**src/rtl/mtpe_pkg.sv**
```systemverilog
// shared constants and types for the multitouch to pointer event converter
// event type and code values, pointer kinds, phase encoding, millisecond scaling
// no dependencies
package mtpe_pkg;

   // input request widths
   localparam int unsigned FUNC_W  = 16;
   localparam int unsigned CODE_W  = 16;
   localparam int unsigned VALUE_W = 32;
   localparam int unsigned SEC_W   = 32;
   localparam int unsigned USEC_W  = 20;

   // result widths
   localparam int unsigned KIND_W = 2;
   localparam int unsigned POS_W  = 32;
   localparam int unsigned MS_W   = 42;

   // packed stream widths, zero padded to whole bytes
   localparam int unsigned REQ_DATA_BITS = CODE_W + VALUE_W + SEC_W + USEC_W;
   localparam int unsigned REQ_DATA_W    = ((REQ_DATA_BITS + 7) / 8) * 8;
   localparam int unsigned RSP_DATA_BITS = 2 * POS_W + MS_W;
   localparam int unsigned RSP_DATA_W    = ((RSP_DATA_BITS + 7) / 8) * 8;

   // event types
   localparam logic [FUNC_W-1:0] TYPE_SYN = 16'h0000;
   localparam logic [FUNC_W-1:0] TYPE_ABS = 16'h0003;

   // event codes
   localparam logic [CODE_W-1:0] CODE_MAJOR  = 16'h0030;
   localparam logic [CODE_W-1:0] CODE_X      = 16'h0035;
   localparam logic [CODE_W-1:0] CODE_Y      = 16'h0036;
   localparam logic [CODE_W-1:0] SYN_FULL    = 16'h0000;
   localparam logic [CODE_W-1:0] SYN_CONTACT = 16'h0002;

   // pointer kinds
   localparam logic [KIND_W-1:0] KIND_UP   = 2'd0;
   localparam logic [KIND_W-1:0] KIND_DOWN = 2'd1;
   localparam logic [KIND_W-1:0] KIND_MOVE = 2'd2;

   // milliseconds per second
   localparam int unsigned MS_SCALE_W = 10;
   localparam logic [MS_SCALE_W-1:0] MS_PER_SEC = 10'd1000;

   // usec / 1000 as (usec * RECIP) >> RECIP_SHIFT, exact for every 20-bit value
   localparam int unsigned RECIP_SHIFT = 30;
   localparam int unsigned RECIP_W     = 21;
   localparam logic [RECIP_W-1:0] RECIP = 21'd1073742;
   localparam int unsigned USEC_PROD_W = USEC_W + RECIP_W;
   localparam int unsigned USEC_MS_W   = USEC_PROD_W - RECIP_SHIFT;

   // collection phase
   typedef enum logic [2:0] {
      PH_START   = 3'b001,
      PH_COLLECT = 3'b010,
      PH_IGNORE  = 3'b100
   } phase_type;

endpackage

```
**src/rtl/multitouch_to_pointer_events_core.sv**
```systemverilog
// multitouch (protocol a) event stream to single-pointer up, down and move events
// three-stage pipeline: request register, decode and scaling, result register
// depends on mtpe_pkg
//
// usage
//   req channel: one input event per request. req_tuser carries the event type,
//   req_tdata the code, signed value and timestamp. every request is taken, but
//   only a full sync produces a result; all other events only update the latches
//   or are dropped.
//   rsp channel: one pointer event per full sync, with the kind on rsp_tuser and
//   the latched x and y and the millisecond timestamp on rsp_tdata.
//   throughput: one request per cycle, sustained unless the stall below holds;
//   the latch and phase update for a request is registered as it leaves the
//   request stage, so back-to-back events see each other's effect.
//   stalls: each stage moves on whenever the stage after it is empty or moving,
//   so requests keep being taken while a result waits, until all three stages
//   hold work and rsp_tready is low.
//   reset: synchronous, active high. the phase returns to start, the latches
//   and the pressed flag clear, the pipeline empties.
module multitouch_to_pointer_events_core
   import mtpe_pkg::*;
(
   input  logic                   clock,
   input  logic                   reset,
   input  logic                   req_tvalid,
   output logic                   req_tready,
   // from bit 0: ev_code[15:0], ev_value[31:0], time_sec[31:0], time_usec[19:0], zero pad
   input  logic [REQ_DATA_W-1:0]  req_tdata,
   // func[15:0]
   input  logic [FUNC_W-1:0]      req_tuser,
   output logic                   rsp_tvalid,
   input  logic                   rsp_tready,
   // from bit 0: x_pos[31:0], y_pos[31:0], time_ms[41:0], zero pad
   output logic [RSP_DATA_W-1:0]  rsp_tdata,
   // pointer_kind[1:0]
   output logic [KIND_W-1:0]      rsp_tuser
);

   // request stage
   logic                   a_vld_ff, a_vld_in;
   logic [FUNC_W-1:0]      a_func_ff;
   logic [CODE_W-1:0]      a_code_ff;
   logic [VALUE_W-1:0]     a_value_ff;
   logic [SEC_W-1:0]       a_sec_ff;
   logic [USEC_W-1:0]      a_usec_ff;

   // contact state
   phase_type              phase_ff, phase_in;
   logic [POS_W-1:0]       pos_x_ff, pos_x_in;
   logic [POS_W-1:0]       pos_y_ff, pos_y_in;
   logic [VALUE_W-1:0]     major_ff, major_in;
   logic                   pressed_ff, pressed_in;

   // scaling stage
   logic                   b_vld_ff, b_vld_in;
   logic [KIND_W-1:0]      b_kind_ff, b_kind_in;
   logic [POS_W-1:0]       b_x_ff;
   logic [POS_W-1:0]       b_y_ff;
   logic [MS_W-1:0]        b_sec_ms_ff;
   logic [USEC_MS_W-1:0]   b_usec_ms_ff;

   // result stage
   logic                   c_vld_ff, c_vld_in;
   logic [KIND_W-1:0]      c_kind_ff;
   logic [POS_W-1:0]       c_x_ff;
   logic [POS_W-1:0]       c_y_ff;
   logic [MS_W-1:0]        c_ms_ff;

   logic                   a_fire, b_adv, b_fire;
   logic                   is_abs, is_full, is_contact;
   logic [MS_W-1:0]        sec_ms;
   logic [USEC_PROD_W-1:0] usec_prod;

   assign b_adv  = !c_vld_ff || rsp_tready;
   assign b_fire = b_vld_ff && b_adv;
   assign a_fire = a_vld_ff && (!b_vld_ff || b_adv);

   assign req_tready = !a_vld_ff || a_fire;

   assign is_abs     = (a_func_ff == TYPE_ABS);
   assign is_full    = (a_func_ff == TYPE_SYN) && (a_code_ff == SYN_FULL);
   assign is_contact = (a_func_ff == TYPE_SYN) && (a_code_ff == SYN_CONTACT);

   assign sec_ms    = MS_W'(a_sec_ff) * MS_W'(MS_PER_SEC);
   assign usec_prod = USEC_PROD_W'(a_usec_ff) * USEC_PROD_W'(RECIP);

   assign a_vld_in = (req_tvalid && req_tready) || (a_vld_ff && !a_fire);
   assign b_vld_in = (a_fire && is_full) || (b_vld_ff && !b_adv);
   assign c_vld_in = b_fire || (c_vld_ff && !rsp_tready);

   always_comb begin
      phase_in   = phase_ff;
      pos_x_in   = pos_x_ff;
      pos_y_in   = pos_y_ff;
      major_in   = major_ff;
      pressed_in = pressed_ff;
      b_kind_in  = KIND_MOVE;
      if (a_fire) begin
         if (is_abs) begin
            unique case (phase_ff)
               PH_START, PH_COLLECT: begin
                  phase_in = PH_COLLECT;
                  if (a_code_ff == CODE_MAJOR) begin
                     major_in = a_value_ff;
                  end
                  if (a_code_ff == CODE_X) begin
                     pos_x_in = a_value_ff;
                  end
                  if (a_code_ff == CODE_Y) begin
                     pos_y_in = a_value_ff;
                  end
               end
               PH_IGNORE: begin
                  phase_in = PH_IGNORE;
               end
               default: begin
                  phase_in = PH_START;
               end
            endcase
         end else if (is_contact) begin
            if (phase_ff == PH_COLLECT) begin
               phase_in = PH_IGNORE;
            end
         end else if (is_full) begin
            phase_in = PH_START;
            priority if (major_ff == '0 || phase_ff == PH_START) begin
               b_kind_in  = KIND_UP;
               pressed_in = 1'b0;
            end else if (!pressed_ff) begin
               b_kind_in  = KIND_DOWN;
               pressed_in = 1'b1;
            end else begin
               b_kind_in  = KIND_MOVE;
            end
         end
      end
   end

   // control state
   always_ff @(posedge clock) begin
      if (reset) begin
         a_vld_ff   <= 1'b0;
         b_vld_ff   <= 1'b0;
         c_vld_ff   <= 1'b0;
         phase_ff   <= PH_START;
         pos_x_ff   <= '0;
         pos_y_ff   <= '0;
         major_ff   <= '0;
         pressed_ff <= 1'b0;
      end else begin
         a_vld_ff   <= a_vld_in;
         b_vld_ff   <= b_vld_in;
         c_vld_ff   <= c_vld_in;
         phase_ff   <= phase_in;
         pos_x_ff   <= pos_x_in;
         pos_y_ff   <= pos_y_in;
         major_ff   <= major_in;
         pressed_ff <= pressed_in;
      end
   end

   // payload
   always_ff @(posedge clock) begin
      if (req_tvalid && req_tready) begin
         a_func_ff  <= req_tuser;
         a_code_ff  <= req_tdata[CODE_W-1:0];
         a_value_ff <= req_tdata[CODE_W+VALUE_W-1:CODE_W];
         a_sec_ff   <= req_tdata[CODE_W+VALUE_W+SEC_W-1:CODE_W+VALUE_W];
         a_usec_ff  <= req_tdata[REQ_DATA_BITS-1:CODE_W+VALUE_W+SEC_W];
      end
      if (a_fire && is_full) begin
         b_kind_ff    <= b_kind_in;
         b_x_ff       <= pos_x_ff;
         b_y_ff       <= pos_y_ff;
         b_sec_ms_ff  <= sec_ms;
         b_usec_ms_ff <= usec_prod[USEC_PROD_W-1:RECIP_SHIFT];
      end
      if (b_fire) begin
         c_kind_ff <= b_kind_ff;
         c_x_ff    <= b_x_ff;
         c_y_ff    <= b_y_ff;
         c_ms_ff   <= b_sec_ms_ff + MS_W'(b_usec_ms_ff);
      end
   end

   assign rsp_tvalid = c_vld_ff;
   assign rsp_tuser  = c_kind_ff;
   assign rsp_tdata  = {(RSP_DATA_W - RSP_DATA_BITS)'(0), c_ms_ff, c_y_ff, c_x_ff};

   // a full sync always leaves the phase at start
   a_full_sync_restarts: assert property (@(posedge clock) disable iff (reset)
      a_fire && is_full |=> phase_ff == PH_START)
      else $error("phase not back at start after full sync");

   // a down event leaves the pointer pressed, an up event releases it
   a_down_sets_pressed: assert property (@(posedge clock) disable iff (reset)
      a_fire && is_full && b_kind_in == KIND_DOWN |=> pressed_ff)
      else $error("pressed flag not set after down event");

   a_up_clears_pressed: assert property (@(posedge clock) disable iff (reset)
      a_fire && is_full && b_kind_in == KIND_UP |=> !pressed_ff)
      else $error("pressed flag not cleared after up event");

   // requests are refused only when every stage is full and the output stalls
   a_backpressure_only_when_full: assert property (@(posedge clock) disable iff (reset)
      !req_tready |-> a_vld_ff && b_vld_ff && rsp_tvalid && !rsp_tready)
      else $error("request refused while pipeline has room");

endmodule

```
**config.mk**
```make
export PLATFORM = sky130hd
export DESIGN_NAME = multitouch_to_pointer_events_core
export DESIGN_NICKNAME = d
export VERILOG_FILES = /design/src/rtl/mtpe_pkg.sv /design/src/rtl/multitouch_to_pointer_events_core.sv
export SDC_FILE = /design/constraint.sdc
export NUM_CORES = 1
export LEC_CHECK = 0
export ABC_CLOCK_PERIOD_IN_PS = 9400
export BUFFER_PORTS_ARGS = -buffer_cell sky130_fd_sc_hd__buf_2
export CORE_MARGIN = 2
export CORE_UTILIZATION = 67
export CTS_BUF_LIST = sky130_fd_sc_hd__clkbuf_4
export CTS_CLUSTER_DIAMETER = 120
export DETAILED_ROUTE_END_ITERATION = 12
export GPL_ROUTABILITY_DRIVEN = 0
export HOLD_SLACK_MARGIN = 0.12
export PLACE_DENSITY = 0.95
export SLEW_MARGIN = 20
export SYNTH_ARGS = -nofsm -noshare
export SYNTH_HDL_FRONTEND = slang
export SYNTH_SLANG_ARGS = --single-unit
```
**constraint.sdc**
```tcl
create_clock -name clock -period 9.4 [get_ports clock]
set_input_delay 0.94 -clock clock [delete_from_list [all_inputs] [get_ports clock]]
set_output_delay 0.94 -clock clock [all_outputs]
set_load 0.1 [all_outputs]
```
# --- After elaboration in Yosys (flattened, before gate mapping) ---
# Cells that the tools add are included.
# Widths: inputs -> output; s select.
classes:
  muxes: 8
  add_sub_neg: 1
  mul: 2
  n_eq_ne: 9
  n_reduce_logical: 34
  bitwise_logic: 4
ops:
  columns: ["operator", "count"]
  rows:
  - ["$eq 16x6->1 const B", 3]
  - ["$add 42x11->42", 1]
  - ["$mul 20x20->40 const B", 1]
  - ["$mul 32x7->39 const B", 1]
  - ["$eq 16x2->1 const B", 2]
  - ["$logic_not 16->1", 2]
  - ["$logic_not 32->1", 1]
  - ["$reduce_and 4->1", 4]
  - ["$mux 3", 4]
  - ["$logic_and 1x1->1", 9]
  - ["$logic_or 1x1->1", 7]
  - ["$logic_not 1->1", 6]
  - ["$pmux 3 s2", 1]
  - ["$reduce_or 5->1", 1]
  - ["$mux 2", 2]
  - ["$not 1->1", 4]
  - ["$reduce_or 4->1", 1]
  - ["$eq 3x1->1 const B", 1]
  - ["$eq 3x2->1 const B", 1]
  - ["$eq 3x3->1 const B", 1]
  - ["$ne 3x2->1 const B", 1]
  - ["$reduce_and 3->1", 1]
  - ["$reduce_bool 3->1", 1]
  - ["$reduce_or 2->1", 1]
  - ["$mux 1", 1]
word_totals:
  word_cells: 81
  input_bits: 124
  regBits: 443
  output_inout_bits: 116

# --- Depth between registers and ports, before layout ---
logic_depth:
  depth_word: 7
  ltp_mapped: 20
  ltp_nobuf: 20

# --- Worst setup path before layout ---
# Ideal clock, no wire load.
synth_timing:
  path_kind: "in2reg"
  from: "in rsp_tready"
  to: "reg c_ms_ff[0] (enable)"
  stages: 2
  arrival_time_ns: 5.792
  required_time_ns: 8.811
  n_path_buf: 0
  slack_ns: 3.018
  setup_time_ns: 0.589
  cell_sequence: "nor2b_1 -> nor2b_1"
synth_via:
  elab_chain_cells: 2
synth_lines:
  columns: ["element", "line_no", "rtl"]
  rows:
  - ["start: declaration", "multitouch_to_pointer_events_core.sv:32", "input logic rsp_tready,"]
  - ["$logic_or 1x1->1", "multitouch_to_pointer_events_core.sv:74", "assign b_adv = !c_vld_ff || rsp_tready;"]
  - ["$logic_and 1x1->1", "multitouch_to_pointer_events_core.sv:75", "assign b_fire = b_vld_ff && b_adv;"]
  - ["net b_fire", "multitouch_to_pointer_events_core.sv:69", "logic a_fire, b_adv, b_fire;"]
  - ["end signal: assignment", "multitouch_to_pointer_events_core.sv:182", "c_ms_ff <= b_sec_ms_ff + MS_W'(b_usec_ms_ff);"]
  - ["end: declaration", "multitouch_to_pointer_events_core.sv:67", "logic [MS_W-1:0] c_ms_ff;"]
# The timed path passes the listed nets, and every way through them passes these cells.
# A chain may end at the register's enable or synchronous reset.

# --- Worst setup path in the final report ---
layout_timing:
  from: "reg a_usec_ff[3]"
  to: "reg b_usec_ms_ff[7], data pin"
layout_via:
  elab_chain_cells: 1
layout_lines:
  columns: ["element", "line_no", "rtl"]
  rows:
  - ["start: declaration", "multitouch_to_pointer_events_core.sv:45", "logic [USEC_W-1:0] a_usec_ff;"]
  - ["start signal: assignment", "multitouch_to_pointer_events_core.sv:169", "a_usec_ff <= req_tdata[REQ_DATA_BITS-1:CODE_W+VALUE_W+SEC_W];"]
  - ["$mul 20x20->40", "multitouch_to_pointer_events_core.sv:85", "assign usec_prod = USEC_PROD_W'(a_usec_ff) * USEC_PROD_W'(RECIP);"]
  - ["net usec_prod[37]", "multitouch_to_pointer_events_core.sv:72", "logic [USEC_PROD_W-1:0] usec_prod;"]
  - ["end signal: assignment", "multitouch_to_pointer_events_core.sv:176", "b_usec_ms_ff <= usec_prod[USEC_PROD_W-1:RECIP_SHIFT];"]
  - ["end: declaration", "multitouch_to_pointer_events_core.sv:60", "logic [USEC_MS_W-1:0] b_usec_ms_ff;"]
# The timed path passes the listed nets, and every way through them passes these cells.

==> impl_metrics.yaml <==
hold_path:
  hp-class: "primary input to register"
clocking:
  post_cts_buffers: 0
  cts_tree: "done"
  cts.hold.buffers_added: 0
  cts-root-buf: "clkbuf_4"
  post_cts.resized_instances: 0
  htree_levels: 3
  clock_path_buffers: 3
  cts_buffers: 106
  path_clk_slew_ns: 0.08
  clk_latency_ns: 0.83
  cts_sinks: 443
floorplanning:
  die_area_mm2: 0.0402
  rows: 72
  die_w_um: 201
  initial_core_util_pct: 67.5
  die_y_um: 201
  io_pins: 240
  core_mm2: 0.0384
sta:
  clock.fmax_mhz: 156
  relSlewSlack_pct: 27.4
  clock-skew-final_ns: 0.0508
  setup_slack_ns: 2.99
  tns_ns: 0
  hold_viol_final: 0
  min_period_ns: 6.41
  rsz0062_at_grt: "false"
  drv_slew: 0
  worst_pin_slew_ns: 1.07
  setup_violations: 0
  timing.final.crit_share_pct: 68.2
finish:
  final_cell_mix: "edfxtp_1 (340), inv_1 (308), ha_1 (262)"
  stdcell_area_mm2: 0.0289
  final_common_cell: "edfxtp_1"
  nets: 2910
  syn2layout_area_growth_pct: 11.8
  drive_gt1_share_pct: 17.8
grt:
  grtUsageMet3_pct: 6.01
  grt_pass1_vias: 18200
  grt_pass1_wl_um: 90700
  antenna_found_initial: 5
  use_met1_pct: 33.5
  grt_overflow: 0
  track_usage_pct: 28.8
  grt_max_degree: 104
  grt.busiest_layer: "met2"
  use_met2_pct: 50.8
synth:
  synthCells: 2018
  yosys_warnings: 0
  synth_seq_cells: 443
  yosysSeqAreaShare_pct: 47.4
  synthArstFlopShare_pct: 0
  ys_types: 65
  synth_ff_type: "edfxtp_1"
  synth-edff-count: 340
  synth.avg_cell_area_um2: 12.8
  netlist_area_mm2: 0.0259
drt:
  via_per_inst: 5.74
  ant_nets: 0
  drc_errors: 0
  vias: 16800
  first_pass_iters: 8
  drtIter0Drc: 1313
  drt-total-wl_um: 55900
  routedWlPerCell_um: 19.1
placement:
  dpl.hpwl_um: 41600
  placed_area_mm2: 0.0275
  numPortBuffers: 229
  place_ws_ns: 3.12
power_and_ir_drop:
  peakVddDrop_uv: 349
  leakage_nw: 12.5
  p_per_area_mw_per_mm2: 332
critical_path:
  cp.arrival_ns: 6.97
  crit_path_end_kind: "register"
  start_kind: "register"
  worstPathMaxFanout: 6
  critical_path_class: "register to register"
  required_ns: 9.96
flow_run:
  max_cap_violations: 0
status:
  outcome: "completed"
[final timing paths]
check / depth (start not counted) / slack, ns / startpoint / endpoint
hold reg to reg: 0 / 0.39 / b_y_ff[1]$_DFFE_PP_ / c_y_ff[1]$_DFFE_PP_
hold / removal: 1 / 0.29 / req_tdata[21] / a_value_ff[5]$_DFFE_PP_
setup / recovery: 20 / 2.99 / a_usec_ff[3]$_DFFE_PP_ / b_usec_ms_ff[7]$_DFFE_PP_
setup reg to reg: 20 / 2.99 / a_usec_ff[3]$_DFFE_PP_ / b_usec_ms_ff[7]$_DFFE_PP_
[cell type report]
class                           instances  area (um^2)
Multi-Input combinational cell       1224        12200
Sequential cell                       443        12300
Clock inverter                         32          176
Clock buffer                          165         1240
Fill cell                            2262         9440
Timing Repair Buffer                  236         1200
Inverter                              309         1160
Tap cell                              518          648
Antenna cell                            5         12.5
[metrics by stage]
step / std cells / hold slack [ns] / power, mW / utilization [%]
final: 2932 / 0.294 / 9.62 / 75.4
after CTS: 2927 / 0.185 / 9.52 / 75.4
after detailed placement: 2730 / 0.405 / 7.88 / 71.7
after global routing: 2930 / 0.203 / 10.4 / 75.4
after floorplan: 2023 / 0.400 / 6.62 / -
after global placement: 2730 / 0.402 / 7.53 / 71.7
[metal layers]
layer | part of all wire (%) | vias up
met5 | 0.023 | -
met4 | 4.8 | 2
met3 | 7.1 | 225
met2 | 51 | 809
met1 | 37 | 8141
li1 | - | 7663
[Yosys cell counts, types with 8 or more instances]
library cell / instances / area, um^2
nand4_1: 23 / 144
o21bai_1: 8 / 60.1
a21oi_1: 69 / 345
xor2_1: 30 / 263
nor3_1: 20 / 100
mux2i_1: 96 / 961
ha_1: 262 / 3280
fa_1: 204 / 4080
a211oi_1: 10 / 75.1
dfxtp_1: 103 / 2060
a21o_1: 47 / 353
buf_4: 10 / 75.1
nor2b_1: 12 / 75.1
edfxtp_1: 340 / 10200
o21ai_0: 36 / 180
nand2_1: 50 / 188
nor4_1: 15 / 93.8
and3_1: 11 / 68.8
xnor2_1: 48 / 420
inv_1: 309 / 1160
nand3_1: 31 / 155
nor2_1: 148 / 556
clkbuf_1: 30 / 113
[cell families after synthesis]
kind of cell	synth area share (%)
muxes	3.71
other	0.0145
buffers and inverters	5.51
adders and majority gates	28.4
DFF	47.4
xor gates and xnor gates	2.64
AOI/OAI and AO/OA	5.70
and+or+nand+nor	6.58
[sequential cells by signal (all words and copies together), names as in the netlist, 3 cells and up]
signal and count:
a_sec_ff 32, phase_ff 3, a_value_ff 32, a_code_ff 16, b_sec_ms_ff 39, c_x_ff 32, c_y_ff 32, a_usec_ff 20
pos_y_ff 32, major_ff 32, a_func_ff 16, pos_x_ff 32, b_x_ff 32, b_usec_ms_ff 11, c_ms_ff 42, b_y_ff 32
[worst max-delay path, cell delays in order (launching register included)]
cell       delay, ns
edfxtp_1        0.57
ha_1            0.39
ha_1            0.19
inv_1           0.06
fa_1            0.43
fa_1            0.55
inv_1           0.07
fa_1            0.52
fa_1            0.56
inv_1           0.06
fa_1            0.51
inv_1           0.05
ha_1            0.35
a211oi_1        0.23
nor2_1          0.07
a2111oi_0       0.46
o221ai_1        0.22
o211ai_1        0.17
a21oi_1         0.15
and4b_1         0.22
a311o_1         0.32
[power breakdown]
part	internal, mW	switching [mW]	total, mW
sequential	2.33	0.0671	2.40
combinational	2.33	3.28	5.61
clock	0.832	0.773	1.60
total	5.49	4.12	9.62
Note: power is estimated with default switching activity, not from simulation.
